<file path="src/rtl/core/l2ml_pkg.sv">
// Shared types and constants for the two-port MAC learning and rewrite core.
// Used by the entry lanes, the merge stage and the top level.
package l2ml_pkg;

  localparam int TABLE_ENTRIES = 64;
  localparam int MAC_W         = 48;
  localparam int CFG_IDX_W     = 2;

  localparam logic [13:0] ETH_HDR_LEN = 14'd14;
  localparam logic [15:0] ETYPE_ARP   = 16'h0806;
  localparam logic [15:0] ETYPE_RARP  = 16'h8035;

  localparam logic [2:0] V_FORWARD = 3'd0;
  localparam logic [2:0] V_SHORT   = 3'd1;
  localparam logic [2:0] V_ARP     = 3'd2;
  localparam logic [2:0] V_SAME    = 3'd3;
  localparam logic [2:0] V_FULL    = 3'd4;

  localparam logic [CFG_IDX_W-1:0] REG_PORT0_MAC = CFG_IDX_W'(0);
  localparam logic [CFG_IDX_W-1:0] REG_PORT1_MAC = CFG_IDX_W'(1);

  typedef struct packed {
    logic [MAC_W-1:0] dst_mac;
    logic [MAC_W-1:0] src_mac;
    logic [15:0]      eth_type;
    logic [13:0]      frame_length;
  } in_item_t;

  typedef struct packed {
    logic [2:0]       verdict;
    logic             tx_port;
    logic             rx_port;
    logic [MAC_W-1:0] new_src_mac;
    logic [MAC_W-1:0] new_dst_mac;
  } out_item_t;

  // Write command for one table entry.
  typedef struct packed {
    logic             mac_we;
    logic             port_we;
    logic [MAC_W-1:0] mac;
    logic             port;
  } lane_wr_t;

  // Table update decided by the merge stage.
  typedef struct packed {
    logic [TABLE_ENTRIES-1:0] learn_src;
    logic [TABLE_ENTRIES-1:0] learn_dst;
    logic                     move_dst;
    logic                     ps;
    logic                     pd;
  } upd_t;

endpackage

</file>
<file path="src/rtl/core/l2ml_merge.sv">
// Merge stage: combines the lane hit vectors into a verdict, ports, rewritten MACs
// and the table update. Depends on l2ml_pkg.
module l2ml_merge (
  input  l2ml_pkg::in_item_t                 item,
  input  logic [l2ml_pkg::TABLE_ENTRIES-1:0] src_hit,
  input  logic [l2ml_pkg::TABLE_ENTRIES-1:0] dst_hit,
  input  logic [l2ml_pkg::TABLE_ENTRIES-1:0] valid_vec,
  input  logic [l2ml_pkg::TABLE_ENTRIES-1:0] port_vec,
  input  logic [l2ml_pkg::MAC_W-1:0]         port0_mac,
  input  logic [l2ml_pkg::MAC_W-1:0]         port1_mac,
  output l2ml_pkg::out_item_t                result,
  output l2ml_pkg::upd_t                     upd
);
  import l2ml_pkg::*;

  function automatic logic [TABLE_ENTRIES-1:0] lowest_one(input logic [TABLE_ENTRIES-1:0] v);
    return v & (~v + TABLE_ENTRIES'(1));
  endfunction

  logic [TABLE_ENTRIES-1:0] free1;
  logic [TABLE_ENTRIES-1:0] free2;
  logic [TABLE_ENTRIES-1:0] slot1;
  logic [TABLE_ENTRIES-1:0] slot2;
  logic                     ns_hit;
  logic                     nd_hit;
  logic                     ps_tab;
  logic                     pd_tab;
  logic                     src_uni;
  logic                     dst_uni;
  logic [2:0]               verdict;
  logic                     ps;
  logic                     pd;
  logic [MAC_W-1:0]         nsrc;
  logic [MAC_W-1:0]         ndst;

  assign free1   = ~valid_vec;
  assign slot1   = lowest_one(free1);
  assign free2   = free1 & ~slot1;
  assign slot2   = lowest_one(free2);
  assign ns_hit  = |src_hit;
  assign nd_hit  = |dst_hit;
  assign ps_tab  = |(src_hit & port_vec);
  assign pd_tab  = |(dst_hit & port_vec);
  assign src_uni = !item.src_mac[40] && (item.src_mac != '0);
  assign dst_uni = !item.dst_mac[40] && (item.dst_mac != '0);

  always_comb begin
    verdict       = V_FORWARD;
    ps            = 1'b0;
    pd            = 1'b1;
    nsrc          = item.src_mac;
    ndst          = item.dst_mac;
    upd.learn_src = '0;
    upd.learn_dst = '0;
    upd.move_dst  = 1'b0;

    if (item.frame_length < ETH_HDR_LEN) begin
      verdict = V_SHORT;
    end else if (item.eth_type == ETYPE_ARP || item.eth_type == ETYPE_RARP) begin
      verdict = V_ARP;
    end else if (item.src_mac == item.dst_mac) begin
      verdict = V_SAME;
    end else if (ns_hit && nd_hit) begin
      ps           = ps_tab;
      pd           = (pd_tab == ps_tab) ? ~ps_tab : pd_tab;
      upd.move_dst = (pd_tab == ps_tab);
      nsrc         = ps ? port1_mac : port0_mac;
      ndst         = pd ? port1_mac : port0_mac;
    end else if (ns_hit) begin
      ps   = ps_tab;
      pd   = ~ps_tab;
      nsrc = ps ? port1_mac : port0_mac;
      if (dst_uni) begin
        ndst = pd ? port1_mac : port0_mac;
        if (|free1) begin
          upd.learn_dst = slot1;
        end else begin
          verdict = V_FULL;
        end
      end
    end else if (nd_hit) begin
      pd   = pd_tab;
      ps   = ~pd_tab;
      ndst = pd ? port1_mac : port0_mac;
      if (src_uni) begin
        nsrc = ps ? port1_mac : port0_mac;
        if (|free1) begin
          upd.learn_src = slot1;
        end else begin
          verdict = V_FULL;
        end
      end
    end else begin
      // Neither side known: source goes to port 0, destination to port 1.
      if (src_uni) begin
        if (|free1) begin
          upd.learn_src = slot1;
          nsrc          = port0_mac;
        end else begin
          verdict = V_FULL;
        end
      end
      if (verdict == V_FORWARD && dst_uni) begin
        if (src_uni ? (|free2) : (|free1)) begin
          upd.learn_dst = src_uni ? slot2 : slot1;
          ndst          = port1_mac;
        end else begin
          verdict = V_FULL;
        end
      end
    end

    upd.ps = ps;
    upd.pd = pd;

    result.verdict = verdict;
    if (verdict == V_FORWARD) begin
      result.tx_port     = ps;
      result.rx_port     = pd;
      result.new_src_mac = nsrc;
      result.new_dst_mac = ndst;
    end else begin
      result.tx_port     = 1'b0;
      result.rx_port     = 1'b0;
      result.new_src_mac = '0;
      result.new_dst_mac = '0;
    end
  end

endmodule

</file>
<file path="config.mk">
export PLATFORM = sky130hd
export DESIGN_NAME = l2ml_merge
export DESIGN_NICKNAME = d
export VERILOG_FILES = /design/src/rtl/core/l2ml_pkg.sv /design/src/rtl/core/l2ml_merge.sv
export SDC_FILE = /design/constraint.sdc
export NUM_CORES = 1
export LEC_CHECK = 0
export BUFFER_PORTS_ARGS = -buffer_cell sky130_fd_sc_hd__buf_2
export CORE_AREA = 5 5 274 276
export DETAILED_ROUTE_END_ITERATION = 16
export DIE_AREA = 0 0 279 281
export PLACE_DENSITY_LB_ADDON = 0.08
export SETUP_SLACK_MARGIN = 0.1
export SYNTH_ARGS = -nofsm -noshare
export SYNTH_HDL_FRONTEND = slang
export SYNTH_SLANG_ARGS = --single-unit
</file>
<file path="constraint.sdc">
create_clock -name vclk -period 4.5
set_input_delay 0.45 -clock vclk [all_inputs]
set_output_delay 0.45 -clock vclk [all_outputs]
set_load 0.05 [all_outputs]
</file>
==> impl_metrics.json <==
{
  "seq_cells": 0,
  "drc": 0,
  "status": "complete, but fails checks",
  "p_leak_nw": 11.4,
  "grt_use_total": 0.296,
  "grt_antenna_before_repair": 33,
  "fin_setup_tns_ns": -12.17,
  "drt_iter0_drc": 1786,
  "swShare": 0.588,
  "grt_pass1_vias": 21565,
  "fin_crit_sh": 1.04,
  "drv_cap": 0,
  "gp_congestion": 0.980,
  "p_sw_w": 0.000949,
  "grt_remaining_overflow": 0,
  "seq_area_sq_um": 0,
  "worst_slack_ns": -0.202,
  "critical_path_class": "in -> out",
  "ys_warn_count": 0,
  "dp_hpwl_mm": 105,
  "wl_per_cell_um": 32.5,
  "drv_slew": 0,
  "pwr_density_cell_nw_per_um2": 62.8,
  "path_max_fanout": 8,
  "min_from": "valid_vec[1]",
  "routed_wl_mm": 126,
  "firstDrtPassIters": 7,
  "grt_pass1_wl_mm": 172,
  "violations": "setup timing",
  "portBuffers": 709,
  "peakVddDrop_mv": 0.0461,
  "ys_seq_area_frac": 0,
  "arrival_ns": 4.25,
  "finalHoldViolCount": 0,
  "p_comb_frac": 1.000,
  "synth_top_family_by_area": "compound AO/OA/AOI/OAI gates",
  "crit_start": "valid_vec[14]",
  "vias_per_cell": 5.61,
  "antenna_left": 0,
  "syn-cell-area_sq_um": 11600,
  "vias": 21766,
  "min_path_type": "in -> out",
  "synth-simple-area-share": 0.379,
  "p_int_w": 0.000666,
  "core-area_sq_um": 72300,
  "num_rows": 99,
  "die_h_um": 281,
  "io_pins": 710,
  "yosys.area_share.adder": 0.00474,
  "layout.nets": 3383,
  "tightest_slew_ns": 0.850,
  "syn_inst": 1804,
  "place_inst": 3769,
  "synth_nets": 2284,
  "clockPowerShare": 0,
  "grt_setup_unrepaired": "true",
  "drive_above_1_share": 0.584,
  "synth-xor-area-share": 0.0377,
  "synthMuxAreaShare": 0.125,
  "grt_max_degree": 98,
  "die-area_sq_um": 78400,
  "setup_viol": 119,
  "seq_power_share": 0,
  "syn_area_per_cell_sq_um": 6.44,
  "area_growth_pct": 121,
  "fmax_mhz": 213,
  "utilization": 0.355,
  "final_cells": 3883,
  "fin_crit_ns": 4.70,
  "endpoint_kind": "output port",
  "required_ns": 4.05,
  "die_x_um": 279,
  "synth_compound_area_frac": 0.381,
  "start_util": 0.161,
  "ys_types": 77,
  "start_kind": "primary input",
  "max_slew_margin": 0.434,
  "final.clkbuf_count": 0
}
-- per-stage QoR --
| stage | hold WS [ns] | power, W | cell area (sq um) | setup WS (ns) |
|---|---|---|---|---|
| finish | 1.24 | 0.00161 | 25700 | -0.202 |
| global route | 1.25 | 0.00167 | 25700 | -0.321 |
| CTS | 1.28 | 0.00151 | 23800 | -0.193 |
| detailed placement | 1.29 | 0.00139 | 21100 | -0.496 |
| global placement | 1.28 | 0.00139 | 21100 | -0.540 |
| floorplan | 0.952 | 0.000571 | 12800 | -0.0351 |
-- layer usage --
metal / vias to the layer above / wire, um / global-route usage
met5: - / 66 / 0
met4: 12 / 6800 / 0.115
met3: 241 / 8120 / 0.0442
met2: 1119 / 61900 / 0.530
met1: 10853 / 49400 / 0.358
li1: 9541 / - / -
-- cells in the mapped netlist (5+ instances only) --
library cell / count / area (sq um)
nor2_1: 186 / 698
nand2_1: 171 / 642
mux2i_1: 142 / 1420
clkbuf_1: 133 / 499
nor3_1: 130 / 651
nor4_1: 102 / 638
a21oi_1: 95 / 475
nand4_1: 70 / 438
a31oi_1: 59 / 369
a221oi_1: 57 / 499
xnor2_1: 50 / 438
a21o_1: 49 / 368
o211ai_1: 49 / 368
o221a_2: 48 / 541
a222oi_1: 47 / 470
nand3_1: 44 / 220
a22o_1: 30 / 263
o21ai_0: 24 / 120
buf_2: 23 / 115
or3_1: 23 / 144
a221oi_2: 21 / 315
or4_1: 20 / 150
buf_1: 16 / 60.1
inv_1: 16 / 60.1
nor3b_1: 13 / 97.6
and3_1: 12 / 75.1
o22ai_1: 12 / 75.1
a22oi_1: 11 / 82.6
and4_1: 10 / 87.6
nor2b_1: 10 / 62.6
and2_1: 8 / 50.1
buf_4: 7 / 52.6
nand3b_1: 7 / 52.6
a211oi_1: 6 / 45.0
a32oi_1: 6 / 52.6
nor4_2: 6 / 75.1
o2111ai_1: 6 / 52.6
nand2b_1: 5 / 31.3
nand4b_1: 5 / 43.8
o21bai_1: 5 / 37.5
-- kinds of logic (layout without fill, tap and decap cells) --
kind of cell,Yosys count,count (layout)
other,0,23
AND/OR/NAND/NOR,845,846
XOR/XNOR,50,50
AO/OA/AOI/OAI,558,558
buffers and inverters,201,1297
adder cells (fa/ha/maj),5,5
multiplexers,145,145
-- path summary, 6_finish.rpt --
| path | endpoint | slack [ns] | cells after the start |
|---|---|---|---|
| max | result[27] | -0.20 | 15 |
| min | upd[68] | 1.24 | 3 |
-- worst max-delay path, cell delays in order --
cell and delay [ns]:
buf_4 0.10, nand4_1 0.20, or4_4 0.58, or2_4 0.29, o31a_1 0.33, nor4_2 0.31
or4b_4 0.53, nor4_4 0.17, buf_4 0.18, or2_4 0.19, buf_12 0.19, buf_12 0.15
a31oi_4 0.09, a221oi_4 0.30, buf_6 0.20
-- power by group through the flow --
| stage | clock network [W] | logic (W) | registers (W) |
|---|---|---|---|
| 2_1_floorplan | 0 | 0.000571 | 0 |
| 3_3_place_gp | 0 | 0.00139 | 0 |
| 3_5_place_dp | 0 | 0.00139 | 0 |
| 4_1_cts | 0 | 0.00151 | 0 |
| 5_1_grt | 0.000000000418 | 0.00167 | 0 |
| 6_report | 0.000000000691 | 0.00161 | 0 |
-- layout make-up --
| cell class | instances | area (sq um) |
|---|---|---|
| Fill cell | 7737 | 46600 |
| Multi-Input combinational cell | 1604 | 13900 |
| Timing Repair Buffer | 1280 | 10500 |
| Tap cell | 959 | 1200 |
| Inverter | 17 | 63.8 |
| Antenna cell | 23 | 57.6 |
-- placed cells by master (no fill, tap or decap), drive strengths merged, types with 9 or more instances in the layout --
cell type  Yosys  final
a21o          49     49
a21oi         95     95
a221oi        78     78
a222oi        47     47
a22o          30     30
a22oi         11     11
a31oi         59     59
and2           9      9
and3          12     12
and4          10     10
buf           50   1278
diode          0     23
inv           17     17
mux2i        142    142
nand2        171    171
nand3         45     45
nand4         71     71
nor2         186    186
nor2b         10     10
nor3         132    132
nor3b         13     13
nor4         110    110
o211ai        49     49
o21ai         25     25
o221a         48     48
o22ai         12     12
or3           24     24
or4           21     22
xnor2         50     50
-- repair_timing --
item | in CTS | in global routing
endpoints found under the setup margin | 183 | 164
buffers inserted | 42 | 48
resized for setup | 561 | 328
hold buffers | 0 | 0
pin swaps | 97 | 149
gates cloned | 7 | 2
No activity file was read; power rests on OpenSTA's default activity.
