### src/rtl/core/l2ml_pkg.sv
// Shared types and constants for the two-port MAC learning and rewrite core.
// Used by the entry lanes, the merge stage and the top level.
package l2ml_pkg;

  localparam int TABLE_ENTRIES = 64;
  localparam int MAC_W         = 48;
  localparam int CFG_IDX_W     = 2;

  localparam logic [13:0] ETH_HDR_LEN = 14'd14;
  localparam logic [15:0] ETYPE_ARP   = 16'h0806;
  localparam logic [15:0] ETYPE_RARP  = 16'h8035;

  localparam logic [2:0] V_FORWARD = 3'd0;
  localparam logic [2:0] V_SHORT   = 3'd1;
  localparam logic [2:0] V_ARP     = 3'd2;
  localparam logic [2:0] V_SAME    = 3'd3;
  localparam logic [2:0] V_FULL    = 3'd4;

  localparam logic [CFG_IDX_W-1:0] REG_PORT0_MAC = CFG_IDX_W'(0);
  localparam logic [CFG_IDX_W-1:0] REG_PORT1_MAC = CFG_IDX_W'(1);

  typedef struct packed {
    logic [MAC_W-1:0] dst_mac;
    logic [MAC_W-1:0] src_mac;
    logic [15:0]      eth_type;
    logic [13:0]      frame_length;
  } in_item_t;

  typedef struct packed {
    logic [2:0]       verdict;
    logic             tx_port;
    logic             rx_port;
    logic [MAC_W-1:0] new_src_mac;
    logic [MAC_W-1:0] new_dst_mac;
  } out_item_t;

  // Write command for one table entry.
  typedef struct packed {
    logic             mac_we;
    logic             port_we;
    logic [MAC_W-1:0] mac;
    logic             port;
  } lane_wr_t;

  // Table update decided by the merge stage.
  typedef struct packed {
    logic [TABLE_ENTRIES-1:0] learn_src;
    logic [TABLE_ENTRIES-1:0] learn_dst;
    logic                     move_dst;
    logic                     ps;
    logic                     pd;
  } upd_t;

endpackage

### src/rtl/core/l2ml_lane.sv
// One table entry with its own comparators for the source and destination MAC.
// Depends on l2ml_pkg.
module l2ml_lane (
  input  logic                   clk,
  input  logic                   rst_n,
  input  logic                   cmp_en,
  input  logic [l2ml_pkg::MAC_W-1:0] src_mac,
  input  logic [l2ml_pkg::MAC_W-1:0] dst_mac,
  input  l2ml_pkg::lane_wr_t     wr,
  output logic                   src_hit,
  output logic                   dst_hit,
  output logic                   valid,
  output logic                   port
);
  import l2ml_pkg::*;

  logic [MAC_W-1:0] mac_r;
  logic             port_r;
  logic             valid_r;
  logic             src_hit_r;
  logic             dst_hit_r;

  always_ff @(posedge clk) begin
    if (!rst_n) begin
      valid_r <= 1'b0;
    end else if (wr.mac_we) begin
      valid_r <= 1'b1;
    end
  end

  always_ff @(posedge clk) begin
    if (wr.mac_we) begin
      mac_r <= wr.mac;
    end
    if (wr.port_we) begin
      port_r <= wr.port;
    end
    if (cmp_en) begin
      src_hit_r <= valid_r && (mac_r == src_mac);
      dst_hit_r <= valid_r && (mac_r == dst_mac);
    end
  end

  assign src_hit = src_hit_r;
  assign dst_hit = dst_hit_r;
  assign valid   = valid_r;
  assign port    = port_r;

endmodule

### config.mk
export PLATFORM = sky130hd
export DESIGN_NAME = l2ml_lane
export DESIGN_NICKNAME = d
export VERILOG_FILES = /design/src/rtl/core/l2ml_pkg.sv /design/src/rtl/core/l2ml_lane.sv
export SDC_FILE = /design/constraint.sdc
export NUM_CORES = 1
export LEC_CHECK = 0
export BUFFER_PORTS_ARGS = -buffer_cell sky130_fd_sc_hd__buf_2
export CAP_MARGIN = 10
export CORE_MARGIN = 5
export CORE_UTILIZATION = 37
export CTS_CLUSTER_DIAMETER = 40
export CTS_CLUSTER_SIZE = 40
export DETAILED_ROUTE_END_ITERATION = 8
export PLACE_DENSITY = 0.72
export SYNTH_ARGS = -nofsm -noshare
export SYNTH_HDL_FRONTEND = slang
export SYNTH_SLANG_ARGS = --single-unit
### constraint.sdc
create_clock -name clk -period 1.99 [get_ports clk]
set_input_delay 0.199 -clock clk [delete_from_list [all_inputs] [get_ports clk]]
set_output_delay 0.199 -clock clk [all_outputs]
set_load 0.03 [all_outputs]
==> impl_metrics.toml, run 1 <==
[status]
status = "finished, final reports clean"

[clock_network]
cts_root_buf = "clkbuf_8"
cts_buffer_depth = 2
clkLatencyLatePin_ns = 0.31
cts_sinks = 52
postCtsResizedCells = 0
cts_hold_buf = 0
cts_tree = "yes"
htree_levels = 2
post-cts-setup-buffers = 0
path_clk_slew_ns = 0.09
cts_buffers = 5

[worst_setup_path]
worst_setup_path_start_kind = "flip-flop"
crit_path_cell_trace = "xnor2_1 > o221ai_1 > or4_1 > nor4_2"
critical-path-max-stage-delay_ns = 0.56
end_kind = "flip-flop"
r2r_start = "mac_r[5]"
required_ns = 2.12
crit_arrival_ns = 1.92
criticalPathCategory = "reg2reg"
timing.critical_path.buf_inv = 0
cp_slowest_cell = "or4_1"
critPathMaxFanout = 2
r2r_cells = 4
rrSetupSlack_ns = 0.20
path_depth = 4
startpoint = "mac_r[5]"
cp_top_family = "simple AND/OR/NAND/NOR gates"
reg2reg_to = "src_hit"

[route]
ant_nets = 0
dr.pass1.iters = 4
via_per_inst = 4.53
detail_route.wl_per_cell_um = 16.2
vias = 2074
wl_um = 7440
drc = 0
drtIter0Drc = 62

[pwr]
power_density_mw_per_mm2 = 645
seq_power_share = 0.577
switching_power_uw = 598
intPower_mw = 1.77
comb_power_share = 0.179
peakVddDrop_v = 0.000353
clockPowerShare = 0.244
switching_share = 0.252
leakagePower_nw = 1.59
power_mw = 2.37

[global_route]
antenna_found_initial = 0
overflow = 0
grt_pass1_wl_um = 10800
grt_util_all_layers = 0.161
grt_max_degree = 50
grt_pass1_vias = 2295

[sta]
finalSetupViolCount = 0
final-max-slew-violation-count = 0
final.setup.worst_slack_ns = 0.204
max_freq_mhz = 560
tightest_slew_ns = 0.475
fin_crit_ns = 1.79
hold_viol = 0
rsz0062_at_grt = "no"
skew_ns = 0.00662
fin_crit_sh = 0.897
holdWs_ns = 0.0619
slew_headroom = 0.680
setup_tns_ns = 0

[final_layout]
fin_util = 0.515
nFillCells = 687
antenna_cells = 0
final_area_mm2 = 0.00367
area_growth_pct = 37.1
register_area_mm2 = 0.00155
final_nets = 509
drive_gt1_frac = 0.454
multi_input_area_mm2 = 0.00110
fin_cells = 458

[synthesis]
synth_seq_area_share = 0.579
yosysTopAreaCell = "edfxtp_1"
syn-num-nets = 347
synth-seq-cells = 52
synth_area_per_cell_um2 = 13.6
yosys_warnings = 0
yosys-top-cells-area = "edfxtp_1, xor2_1, xnor2_1"
syn-instance-count = 197
synthDistinctLibCells = 20
synth_area_mm2 = 0.00268
synth_top_area_share = 0.571

[die]
core-area_mm2 = 0.00714
die_w_um = 95.1
rows = 31
die_area_mm2 = 0.00905
ios = 154
initial_core_util = 0.376
die_y_um = 95.1

[place]
dp.cells = 451
dp_hpwl_um = 6270
port_buffers = 153
gp_congestion = 0.863
placed_cell_area_mm2 = 0.00360
pre_cts_ws_ns = 0.212

[flow_run]
max-cap-violations = 0

[worst_hold_path]
hold_end = "mac_r[32]"
hp-class = "in2reg"
hold_path.startpoint = "wr[33]"
worstHoldPathCells = 1
## worst max path at each step
stage / endpoint / slack, ns
3_3_place_gp: src_hit / 0.26
6_report: src_hit / 0.20
4_1_cts: src_hit / 0.18
5_1_grt: src_hit / 0.09
2_1_floorplan: src_hit / 0.41
3_5_place_dp: src_hit / 0.21
## state kept, by name, summed over array words and instances, names as in the netlist
register	cells
mac_r	48
port	1
valid	1
src_hit	1
dst_hit	1
## per-layer routing
| layer | track usage | routed length (um) | share of wire |
|---|---|---|---|
| met1 | 0.185 | 2890 | 0.39 |
| met2 | 0.284 | 3660 | 0.49 |
| met3 | 0.0552 | 758 | 0.10 |
| met4 | 0.0421 | 132 | 0.018 |
| met5 | 0 | 0 | 0 |
## worst register-to-register path: stages, from the launching register on
cell and delay [ns]:
edfxtp_1 0.43, xnor2_1 0.23, o221ai_1 0.14, or4_1 0.56, nor4_2 0.25
## cell usage in the layout, fill, tap and decap left out
cell	n
a2111oi_0	1
a222oi_1	1
buf_12	1
buf_2	153
buf_4	1
clkbuf_1	1
clkbuf_8	5
clkinv_2	1
dfxtp_1	1
edfxtp_1	51
inv_1	7
nand2_1	1
nand2b_1	12
nand3_1	3
nand4_1	6
nor2b_1	2
nor3_1	2
nor4_1	16
nor4_2	2
o2111a_1	1
o2111ai_1	3
o21a_1	1
o221ai_1	1
or4_1	2
xnor2_1	13
xor2_1	71
## cell type report
type,instances,area share
multi-input combinational,138,0.300
clock inverter,1,0.00136
sequential,52,0.422
tap,99,0.0337
timing repair buffer,155,0.216
clock buffer,6,0.0197
inverter,7,0.00715
## kinds of logic (layout without fill, tap and decap cells)
family	after synthesis	after routing	synth area share
AND/OR/NAND/NOR	46	46	0.110
XOR/XNOR	84	84	0.275
buffers and inverters	7	169	0.00981
AO/OA/AOI/OAI	8	8	0.0271
flip-flops	52	52	0.579
## cell usage after synthesis, drive strengths merged
library cell and number:
a2111oi 1, a222oi 1, dfxtp 1, edfxtp 51, inv 7, nand2 1, nand2b 12, nand3 3
nand4 6, nor2b 2, nor3 2, nor4 18, o2111a 1, o2111ai 3, o21a 1, o221ai 1
or4 2, xnor2 13, xor2 71
## power by group through the flow
stage               Sequential [mW]  Combinational [mW]  Clock [mW]
global placement               1.39               0.425           0
CTS                            1.37               0.432       0.602
floorplan                      1.39               0.181           0
global route                   1.38               0.469       0.644
finish                         1.37               0.424       0.579
detailed placement             1.40               0.429           0
(Power assumes the default switching activity.)
==> run 2, diff against run 1 <==
- BUFFER_PORTS_ARGS: -buffer_cell sky130_fd_sc_hd__buf_2 -> -buffer_cell sky130_fd_sc_hd__buf_4
==> run 2 against run 1 <==
Compared with the run above:
- wire length is 0.13% lower
- die area unchanged
- final cell count is 0.22% lower
- fmax grew 0.67%
- non-clock buffer count fell by 1
- clock power fell by 2%
- hold slack better by 0.0012 ns
- final area grew 10%
- global-route usage is essentially flat
- power grew 3.0%
- register-to-register slack hardly changed
- critical path type unchanged
- largest cell class unchanged
- highest routed layer unchanged
==> impl_metrics.toml, run 2 (synthesized netlist as in run 1, its figures left out) <==
[status]
status = "finished, final reports clean"

[route]
ant_nets = 0
wl_um = 7430
detail_route.wl_per_cell_um = 16.2
drc = 0
drtIter0Drc = 47
via_per_inst = 4.60
dr.pass1.iters = 4
vias = 2103

[sta]
slew_headroom = 0.570
skew_ns = 0.00855
setup_tns_ns = 0
fin_crit_sh = 0.891
tightest_slew_ns = 0.645
max_freq_mhz = 564
rsz0062_at_grt = "no"
finalSetupViolCount = 0
fin_crit_ns = 1.77
hold_viol = 0
final-max-slew-violation-count = 0

[pwr]
power_density_mw_per_mm2 = 604
peakVddDrop_v = 0.000312
leakagePower_nw = 1.72
power_mw = 2.44

[clock_network]
htree_levels = 2
path_clk_slew_ns = 0.09
clkLatencyLatePin_ns = 0.30
cts_root_buf = "clkbuf_8"
cts_tree = "yes"
cts_buffer_depth = 2
post-cts-setup-buffers = 0
cts_sinks = 52
cts_buffers = 5

[die]
ios = 154
core-area_mm2 = 0.00714
die_area_mm2 = 0.00905
die_w_um = 95.1
die_y_um = 95.1
rows = 31
initial_core_util = 0.376

[worst_setup_path]
critical-path-max-stage-delay_ns = 0.42
cp_slowest_cell = "edfxtp_1"
critPathMaxFanout = 2
worst_setup_path_start_kind = "flip-flop"
cp_top_family = "simple AND/OR/NAND/NOR gates"
crit_path_cell_trace = "xor2_1 > nor4_2 > buf_4 > nand4_1 > nor4_2"
end_kind = "flip-flop"
crit_arrival_ns = 1.90
timing.critical_path.buf_inv = 1
crit_top_cell = "nor4_2"
criticalPathCategory = "reg2reg"
required_ns = 2.12

[final_layout]
final_common_cell = "buf_4"
regMostFlops = "mac_r"
drive_gt1_frac = 0.455
area_growth_pct = 50.9
final_nets = 508
mostFrequentLayoutCells = "buf_4, xor2_1, edfxtp_1, nor4_1, xnor2_1"
antenna_cells = 0
largest_reg_flops = 48

[place]
gp_congestion = 0.893
port_buffers = 153
dp_hpwl_um = 6310

[global_route]
grt_util_all_layers = 0.161
grt_max_degree = 50
grt_pass1_vias = 2270
antenna_found_initial = 0
grt_pass1_wl_um = 10800
overflow = 0

[flow_run]
max-cap-violations = 0

[worst_hold_path]
hp-class = "in2reg"
[run 2: repair_timing]
| action | in CTS | in global routing |
|---|---|---|
| setup endpoints to repair | 0 | 1 |
| hold buffers | 0 | 0 |
| resized for setup | 0 | 1 |
[run 2: power by group]
group | internal, mW | total [mW] | switching (mW)
Combinational | 0.314 | 0.503 | 0.189
Sequential | 1.30 | 1.37 | 0.0685
Clock | 0.240 | 0.570 | 0.330
[run 2: area by class of cell]
class	instances	area, um2
Clock inverter	1	5.00
Inverter	7	26.3
Multi-Input combinational cell	138	1110
Clock buffer	6	72.6
Fill cell	669	3090
Timing Repair Buffer	154	1160
Sequential cell	52	1550
Tap cell	99	124
[run 2: layer usage]
| metal | vias to the layer above | track usage | routed length [um] |
|---|---|---|---|
| met2 | 94 | 0.275 | 3770 |
| met3 | 9 | 0.0529 | 637 |
| met5 | - | 0 | 0 |
| met1 | 964 | 0.196 | 2920 |
| li1 | 1036 | - | - |
| met4 | 0 | 0.0397 | 92 |
[run 2: stage by stage]
stage | util | instance area (um2) | setup WS, ns | std cells | hold WS [ns]
global route | 0.567 | 4040 | 0.0964 | 457 | 0.0428
CTS | 0.566 | 4040 | 0.0924 | 457 | 0.0520
global placement | 0.555 | 3960 | 0.157 | 450 | 0.377
detailed placement | 0.555 | 3960 | 0.134 | 450 | 0.378
finish | 0.567 | 4040 | 0.216 | 457 | 0.0631
floorplan | - | 2680 | 0.405 | 197 | 0.298
[run 2: worst reg2reg max path, delay by kind of cell (launching register included)]
family	cells	cell delay, ns
simple gates	3	0.83
flops	1	0.42
buf+inv	1	0.18
xor+xnor	1	0.17
[run 2: worst paths after layout]
check | slack [ns] | cells past startpoint | from | to
setup reg to reg | 0.22 | 5 | mac_r[36] | dst_hit
setup / recovery | 0.22 | 5 | mac_r[36] | dst_hit
hold / removal | 0.06 | 1 | wr[14] | mac_r[13]
hold reg to reg | 0.56 | 1 | valid | valid
